File: config.mk
export PLATFORM = sky130hd
export DESIGN_NAME = clip_rect_stack_unit
export DESIGN_NICKNAME = d
export VERILOG_FILES = /design/src/sv/crs_pkg.sv /design/src/sv/crs_cell.sv /design/src/sv/crs_isect.sv /design/src/sv/clip_rect_stack_unit.sv
export SDC_FILE = /design/constraint.sdc
export NUM_CORES = 2
export LEC_CHECK = 0
export BUFFER_PORTS_ARGS = -buffer_cell sky130_fd_sc_hd__buf_2
export CELL_PAD_IN_SITES_DETAIL_PLACEMENT = 0
export CELL_PAD_IN_SITES_GLOBAL_PLACEMENT = 2
export CORE_MARGIN = 3
export CORE_UTILIZATION = 34
export CTS_CLUSTER_DIAMETER = 40
export DETAILED_ROUTE_END_ITERATION = 8
export PLACE_DENSITY_LB_ADDON = 0.1
export SLEW_MARGIN = 10
export SYNTH_ARGS = -nofsm -noshare
export SYNTH_HDL_FRONTEND = slang
export SYNTH_HIERARCHICAL = 1
export SYNTH_SLANG_ARGS = --single-unit
File: constraint.sdc
create_clock -name clk -period 7.2 [get_ports clk]
set_clock_uncertainty 0.1 [all_clocks]
set_input_delay 1.08 -clock clk [delete_from_list [all_inputs] [get_ports clk]]
set_output_delay 1.08 -clock clk [all_outputs]
set_load 0.01 [all_outputs]
File: src/sv/crs_pkg.sv
`default_nettype none
package crs_pkg;

	localparam int DEFAULT_STACK_DEPTH = 16;

	// field widths of the stream items
	localparam int POS_W   = 14;
	localparam int SIZE_W  = 13;
	localparam int CLIPY_W = 15;
	localparam int CLIPS_W = 14;
	localparam int SCR_W   = 13;
	localparam int IN_DATA_W  = 56;
	localparam int OUT_DATA_W = 64;
	localparam int OUT_USER_W = 3;

	// internal width for edge arithmetic
	localparam int ACC_W = 18;
	// width of a pushed size or bottom edge before intersection
	localparam int PEND_W = 16;

	localparam logic [SCR_W-1:0] RESET_SCREEN_W = SCR_W'(1920);
	localparam logic [SCR_W-1:0] RESET_SCREEN_H = SCR_W'(1080);

	// configuration register indexes
	localparam int CFG_IDX_W = 2;
	localparam logic [CFG_IDX_W-1:0] REG_SCREEN_W = 2'd0;
	localparam logic [CFG_IDX_W-1:0] REG_SCREEN_H = 2'd1;

	// operation codes
	localparam logic FUNC_PUSH = 1'b0;
	localparam logic FUNC_POP  = 1'b1;

	// status codes
	localparam logic [1:0] ST_OK         = 2'd0;
	localparam logic [1:0] ST_POP_EMPTY  = 2'd1;
	localparam logic [1:0] ST_PUSH_FULL  = 2'd2;

	// one stored rectangle, bottom-left origin
	typedef struct packed {
		logic signed [POS_W-1:0]   x;
		logic signed [CLIPY_W-1:0] y;
		logic [CLIPS_W-1:0]        w;
		logic [CLIPS_W-1:0]        h;
	} rect_t;

	// pushed rectangle after defaults and y flip, before intersection
	typedef struct packed {
		logic signed [POS_W-1:0]  x;
		logic signed [PEND_W-1:0] y;
		logic signed [PEND_W-1:0] w;
		logic signed [PEND_W-1:0] h;
	} pend_t;

endpackage
`default_nettype wire

File: src/sv/crs_cell.sv
`default_nettype none
module crs_cell (
	input  wire                 clk,
	input  wire                 push,
	input  wire                 pop,
	input  crs_pkg::rect_t      from_above,
	input  crs_pkg::rect_t      from_below,
	output crs_pkg::rect_t      rect
);
	import crs_pkg::*;

	rect_t rect_q;

	// shift down on push, up on pop, hold otherwise
	always_ff @(posedge clk) begin
		if (push) begin
			rect_q <= from_above;
		end else if (pop) begin
			rect_q <= from_below;
		end
	end

	assign rect = rect_q;

endmodule
`default_nettype wire

File: src/sv/crs_isect.sv
`default_nettype none
module crs_isect (
	input  crs_pkg::pend_t b,
	input  crs_pkg::rect_t t,
	input  wire            clip,
	output crs_pkg::rect_t r
);
	import crs_pkg::*;

	logic signed [ACC_W-1:0] bx, by, bw, bh;
	logic signed [ACC_W-1:0] tx, ty, tw, th;
	logic signed [ACC_W-1:0] nx, ny, nw, nh;
	logic signed [ACC_W-1:0] t_right, t_top, b_right, b_top;

	always_comb begin
		bx = ACC_W'(b.x);
		by = ACC_W'(b.y);
		bw = ACC_W'(b.w);
		bh = ACC_W'(b.h);
		tx = ACC_W'(t.x);
		ty = ACC_W'(t.y);
		tw = {{(ACC_W-CLIPS_W){1'b0}}, t.w};
		th = {{(ACC_W-CLIPS_W){1'b0}}, t.h};

		// raise left and bottom edges to the top rectangle's
		nx = (clip && tx > bx) ? tx : bx;
		ny = (clip && ty > by) ? ty : by;

		// lower right and top edges to the top rectangle's
		t_right = tx + tw;
		t_top   = ty + th;
		b_right = nx + bw;
		b_top   = ny + bh;
		nw = (clip && t_right < b_right) ? t_right - nx : bw;
		nh = (clip && t_top < b_top) ? t_top - ny : bh;

		// clamp negative sizes
		if (nw < 0) begin
			nw = '0;
		end
		if (nh < 0) begin
			nh = '0;
		end

		r.x = nx[POS_W-1:0];
		r.y = ny[CLIPY_W-1:0];
		r.w = nw[CLIPS_W-1:0];
		r.h = nh[CLIPS_W-1:0];
	end

endmodule
`default_nettype wire

File: src/sv/clip_rect_stack_unit.sv
// An accepted item is held in the stage 1 register and then committed into
// the output register; a new item is not accepted until the last one commits.
// The push edge arithmetic is split over an input stage and a commit stage.
// The stack is a chain of rectangle cells that shifts on every push into a
// non-full stack and every pop from a non-empty one. Reset clears the fill
// count, the valid flags and the screen size registers (1920 by 1080); the cell contents stay unknown until pushed.
`default_nettype none
module clip_rect_stack_unit #(
	parameter int STACK_DEPTH = crs_pkg::DEFAULT_STACK_DEPTH
) (
	input  wire                                 clk,
	input  wire                                 arst_n,
	// configuration writes
	input  wire                                 cfg_valid,
	output logic                                cfg_ready,
	input  wire [crs_pkg::CFG_IDX_W-1:0]        cfg_index,
	input  wire [crs_pkg::SCR_W-1:0]            cfg_data,
	// input stream
	input  wire                                 s_axis_tvalid,
	output logic                                s_axis_tready,
	// pos_x[13:0], pos_y[27:14], rect_width[40:28], rect_height[53:41], zero pad
	input  wire [crs_pkg::IN_DATA_W-1:0]        s_axis_tdata,
	// func[0]
	input  wire                                 s_axis_tuser,
	// output stream
	output logic                                m_axis_tvalid,
	input  wire                                 m_axis_tready,
	// clip_x[13:0], clip_y[28:14], clip_w[42:29], clip_h[56:43], zero pad
	output logic [crs_pkg::OUT_DATA_W-1:0]      m_axis_tdata,
	// scissor_enable[0], status[2:1]
	output logic [crs_pkg::OUT_USER_W-1:0]      m_axis_tuser
);
	import crs_pkg::*;

	localparam int CNT_W = $clog2(STACK_DEPTH + 1);
	localparam logic [CNT_W-1:0] CNT_FULL = CNT_W'(STACK_DEPTH);
	localparam logic [CNT_W-1:0] CNT_ONE  = CNT_W'(1);

	logic [SCR_W-1:0] screen_w_q, screen_h_q;
	logic [CNT_W-1:0] count_q;

	logic   v_s1;
	logic   pop_s1;
	pend_t  b_s1;

	logic                  m_valid_q;
	logic [OUT_DATA_W-1:0] m_data_q;
	logic [OUT_USER_W-1:0] m_user_q;

	// configuration registers
	assign cfg_ready = 1'b1;

	always_ff @(posedge clk or negedge arst_n) begin
		if (!arst_n) begin
			screen_w_q <= RESET_SCREEN_W;
			screen_h_q <= RESET_SCREEN_H;
		end else if (cfg_valid) begin
			if (cfg_index == REG_SCREEN_W) begin
				screen_w_q <= cfg_data;
			end else if (cfg_index == REG_SCREEN_H) begin
				screen_h_q <= cfg_data;
			end
		end
	end

	// stage 1: defaults for zero sizes and y flip
	logic signed [ACC_W-1:0] in_x, in_y, scr_w, scr_h, def_w, def_h, in_w, in_h, in_bot;
	logic in_acc;

	assign s_axis_tready = !v_s1;
	assign in_acc = s_axis_tvalid && s_axis_tready;

	always_comb begin
		in_x  = ACC_W'($signed(s_axis_tdata[POS_W-1:0]));
		in_y  = ACC_W'($signed(s_axis_tdata[2*POS_W-1:POS_W]));
		scr_w = {{(ACC_W-SCR_W){1'b0}}, screen_w_q};
		scr_h = {{(ACC_W-SCR_W){1'b0}}, screen_h_q};
		def_w = scr_w - in_x;
		def_h = scr_h - in_y;
		in_w  = (s_axis_tdata[2*POS_W+SIZE_W-1:2*POS_W] == '0) ? def_w :
			{{(ACC_W-SIZE_W){1'b0}}, s_axis_tdata[2*POS_W+SIZE_W-1:2*POS_W]};
		in_h  = (s_axis_tdata[2*POS_W+2*SIZE_W-1:2*POS_W+SIZE_W] == '0) ? def_h :
			{{(ACC_W-SIZE_W){1'b0}}, s_axis_tdata[2*POS_W+2*SIZE_W-1:2*POS_W+SIZE_W]};
		in_bot = scr_h - in_y - in_h;
	end

	// stack cells
	rect_t cell_rect [STACK_DEPTH];
	rect_t push_rect;
	logic  do_push, do_pop, commit;

	for (genvar i = 0; i < STACK_DEPTH; i++) begin : g_cell
		rect_t above, below;
		if (i == 0) begin : g_head
			assign above = push_rect;
		end else begin : g_mid
			assign above = cell_rect[i-1];
		end
		if (i == STACK_DEPTH - 1) begin : g_tail
			assign below = cell_rect[i];
		end else begin : g_body
			assign below = cell_rect[i+1];
		end
		crs_cell u_cell (
			.clk        (clk),
			.push       (do_push),
			.pop        (do_pop),
			.from_above (above),
			.from_below (below),
			.rect       (cell_rect[i])
		);
	end

	// stage 2: intersect with the top and commit to the stack
	crs_isect u_isect (
		.b    (b_s1),
		.t    (cell_rect[0]),
		.clip (count_q != '0),
		.r    (push_rect)
	);

	logic       res_en;
	rect_t      res_rect;
	logic [1:0] res_status;

	assign commit = v_s1 && (!m_valid_q || m_axis_tready);

	always_comb begin
		res_en     = 1'b0;
		res_rect   = cell_rect[0];
		res_status = ST_OK;
		do_push    = 1'b0;
		do_pop     = 1'b0;
		if (pop_s1 == FUNC_PUSH) begin
			res_en = 1'b1;
			if (count_q == CNT_FULL) begin
				res_status = ST_PUSH_FULL;
			end else begin
				res_rect = push_rect;
				do_push  = commit;
			end
		end else begin
			priority if (count_q == '0) begin
				res_status = ST_POP_EMPTY;
			end else if (count_q == CNT_ONE) begin
				do_pop = commit;
			end else begin
				res_en   = 1'b1;
				res_rect = cell_rect[1];
				do_pop   = commit;
			end
		end
		if (!res_en) begin
			res_rect = '0;
		end
	end

	// control: stage valid, fill count, output valid
	always_ff @(posedge clk or negedge arst_n) begin
		if (!arst_n) begin
			v_s1      <= 1'b0;
			count_q   <= '0;
			m_valid_q <= 1'b0;
		end else begin
			if (in_acc) begin
				v_s1 <= 1'b1;
			end else if (commit) begin
				v_s1 <= 1'b0;
			end
			if (do_push) begin
				count_q <= count_q + CNT_ONE;
			end else if (do_pop) begin
				count_q <= count_q - CNT_ONE;
			end
			if (commit) begin
				m_valid_q <= 1'b1;
			end else if (m_axis_tready) begin
				m_valid_q <= 1'b0;
			end
		end
	end

	// payload: stage 1 and output registers
	always_ff @(posedge clk) begin
		if (in_acc) begin
			pop_s1 <= s_axis_tuser;
			b_s1.x <= in_x[POS_W-1:0];
			b_s1.y <= in_bot[PEND_W-1:0];
			b_s1.w <= in_w[PEND_W-1:0];
			b_s1.h <= in_h[PEND_W-1:0];
		end
		if (commit) begin
			m_data_q <= {{(OUT_DATA_W-POS_W-CLIPY_W-2*CLIPS_W){1'b0}},
				res_rect.h, res_rect.w, res_rect.y, res_rect.x};
			m_user_q <= {res_status, res_en};
		end
	end

	assign m_axis_tvalid = m_valid_q;
	assign m_axis_tdata  = m_data_q;
	assign m_axis_tuser  = m_user_q;

endmodule
`default_nettype wire
==> results.md <==
- Commonest non-fill, non-tap cell in the layout: edfxtp_1
- CP startpoint kind: flip-flop
- Via Count: 30,590
- Yosys warns: 6
- Crit Path Category: flip-flop to flip-flop
- Fin crit period: 6920 ps
- H-tree levels: 4
- Initial Util: 34.40%
- Grt met1 use: 22.25%
- Vias in the first global route: 32,990
- Worst endpoint data arrival time: 7270 ps
- Layout cells sized above 1: 39.54%
- Sequential fraction of the synthesis area: 58.21%
- Critical path peak fanout: 6
- Drc violations: 0
- Met2 usage: 29.16%
- Die area: 0.1658 mm^2
- Synth Area in Simple Gates: 3.733%
- Max Cap Viol: 0
- Distinct cells, synth: 95
- Hold WS: 290.7 ps
- Die width: 407.2 um
- Num rows: 146
- CP Data Required Time: 7550 ps
- FF-to-FF End: m_axis_tdata[56]
- Worst-Skew Late Latency: 770 ps
- Post-Layout Cell Count: 6,123
- DR iter-0 viols: 1,671
- Vias per cell: 4.996
- HPWL Detailed: 96,920 um
- # setup viols final: 0
- Fin. Hold Viols: 0
- Antenna violations before repair: 2
- Final period utilization: 96.11%
- CTS buffer count: 177
- Post-layout nets: 4,103
- RSZ-0062 raised after global routing: false
- First-pass GRT wire length: 216,500 um
- Worst-path clk slew: 50 ps
- IO Pins: 147
- Most Used Layer, Global Route: met2
- Core Footprint: 0.1591 mm^2
- Worst reg-to-reg setup slack: 280 ps
- TritonCTS clock tree: yes
- R2R cell count: 29
- Fin Setup TNS: 0 ps
- Crit path max-delay cell type: o31ai_4
- Final core utilization: 40.45%
- Mapped cell area: 0.05473 mm^2
- Area grow syn2layout: 17.61%
- Grt ovf: 0
- Antenna Violating Nets Remaining: 0
- Clk buf depth: 3
- Worst setup EP type: flip-flop
- Pins Over Slew Limit: 0
- Max incr delay on CP: 450 ps
- Slew at the pin closest to its max-slew limit: 1229 ps
- FF-to-FF Start: g_cell[0].u_cell/rect[29]
- GR Util All Layers: 17.27%
- Worst hold-check path type: input port to async pin
- Avg WL per Cell: 23.91 um
- Post-Route WL: 146,400 um
- Cts hold-fix bufs: 0
- Number of enable flip-flop cells after synthesis: 1,033
- Buffers on Ports: 136
- Mux contribution to synthesized area: 23.81%
- Die H: 407.2 um
- Post-synthesis compound-gate area fraction: 5.281%
- Fmax: 144.5 MHz
- Post-synthesis adder-cell area fraction: 4.755%
- Gpl congestion: 0.8202
- CTS sink count: 1,066
- M3 GR Usage: 3.294%
- Status: completed
- Pin count of the biggest net entering global routing: 179
- Largest family of logic cells by synthesized area: multiplexers
- Synth async-reset ratio: 3.096%
- Synth Flop Type: edfxtp_1
- Clock Root Buffer: clkbuf_16
- Xor-xnor portion of the synthesized cell area: 1.580%
- Most frequent cell on the critical path: buf_4
- Synthesized area per cell: 15.47 um^2
- Placed cells: 5,786
- Most frequent cells in the layout: edfxtp_1, mux2_2, mux2_4, ha_1, clkbuf_16
- Register bit total from synthesis: 1,066
- Max transition margin: 18.06%
- Initial DRT Pass Iterations: 5
- Cells after Synth: 3,537
[synth_stat cells (6+ instances only)]
cell	count	share of area, %
inv_1	113	0.78
o31ai_1	12	0.16
a22o_1	13	0.21
mux2_1	6	0.12
o21bai_1	17	0.23
buf_2	53	0.48
dfrtp_1	25	1.1
o211ai_1	13	0.18
xor2_1	42	0.67
or3_1	9	0.10
fa_1	9	0.33
a21boi_0	8	0.11
mux2_2	657	14
o21ai_0	120	1.1
ha_1	192	4.4
mux2_4	304	8.3
a21o_1	45	0.62
o22ai_1	6	0.069
or2_2	21	0.24
nand4_1	13	0.15
nand3_1	13	0.12
nor3_1	26	0.24
edfxtp_1	1033	57
a31oi_1	12	0.14
dfstp_2	8	0.38
buf_6	48	0.99
buf_1	6	0.041
nor4_1	11	0.13
xnor2_1	53	0.85
a211o_1	8	0.13
a21oi_1	82	0.75
mux2i_1	100	1.8
nor2_1	98	0.67
nor2b_1	31	0.35
a211oi_1	9	0.12
buf_4	12	0.16
clkbuf_1	19	0.13
nand2b_1	31	0.35
nand2_1	135	0.93
o21a_1	20	0.27
[per-stage QoR]
step           cell area, um^2  setup WS, ps
2_1_floorplan            54750         497.5
3_3_place_gp             58050         128.6
3_5_place_dp             58050         154.7
4_1_cts                  64160         115.8
5_1_grt                  64360         6.976
6_report                 64360         280.2
[layout make-up]
type / count / area [um^2]
Antenna cell: 1 / 2.502
Clock inverter: 133 / 1564
Timing Repair Buffer: 241 / 1639
Fill cell: 14560 / 94750
Clock buffer: 197 / 4547
Sequential cell: 1066 / 31860
Multi-Input combinational cell: 2226 / 21650
Inverter: 113 / 424.2
Tap cell: 2146 / 2685
[worst max-delay path, delay by kind of cell (launching register included)]
family	cells	cell delay [ps]
compound gates	16	3540
fa+ha+maj	3	880
buf+inv	5	800
mux	2	480
flops	1	420
simple gates	2	170
xor+xnor	1	170
[registers in the layout (all words and copies together), names as in the netlist]
| name | cells |
|---|---|
| m_axis_tuser | 3 |
| b_s1 | 60 |
| pop_s1 | 1 |
| m_axis_tdata | 57 |
| screen_h_q | 13 |
| screen_w_q | 13 |
| count_q | 5 |
| v_s1 | 1 |
| g_cell.u_cell/rect | 912 |
| m_axis_tvalid | 1 |
[cell families after synthesis]
| group | after synthesis |
|---|---|
| AND/OR/NAND/NOR | 419 |
| other | 2 |
| XOR/XNOR | 97 |
| buffers and inverters | 253 |
| multiplexers | 1067 |
| AO/OA/AOI/OAI | 430 |
| flip-flops | 1066 |
| adder cells (fa/ha/maj) | 203 |
[metal layers]
layer,vias to the layer above,part of all wire [%]
met5,-,0
met4,0,3.1
met3,226,3.9
met2,527,49
met1,15610,45
li1,14230,-
[repair_timing]
| action | 4_1_cts | 5_1_grt |
|---|---|---|
| setup buffers | 0 | 5 |
| setup endpoints to repair | 0 | 35 |
| resized for setup | 0 | 33 |
[worst max-delay path by stage]
stage	from	endpoint	depth (start not counted)
after floorplan	m_axis_tready	g_cell[0].u_cell/rect[0]	6
after global routing	b_s1[49]	m_axis_tdata[39]	28
final	g_cell[0].u_cell/rect[29]	m_axis_tdata[56]	29
after global placement	b_s1[49]	g_cell[0].u_cell/rect[24]	27
after CTS	g_cell[0].u_cell/rect[42]	m_axis_tdata[50]	28
after detailed placement	g_cell[0].u_cell/rect[42]	m_axis_tdata[50]	27
Power is not shown: default switching activity piles up to over one toggle a cycle in this logic, so the estimate is an artifact.
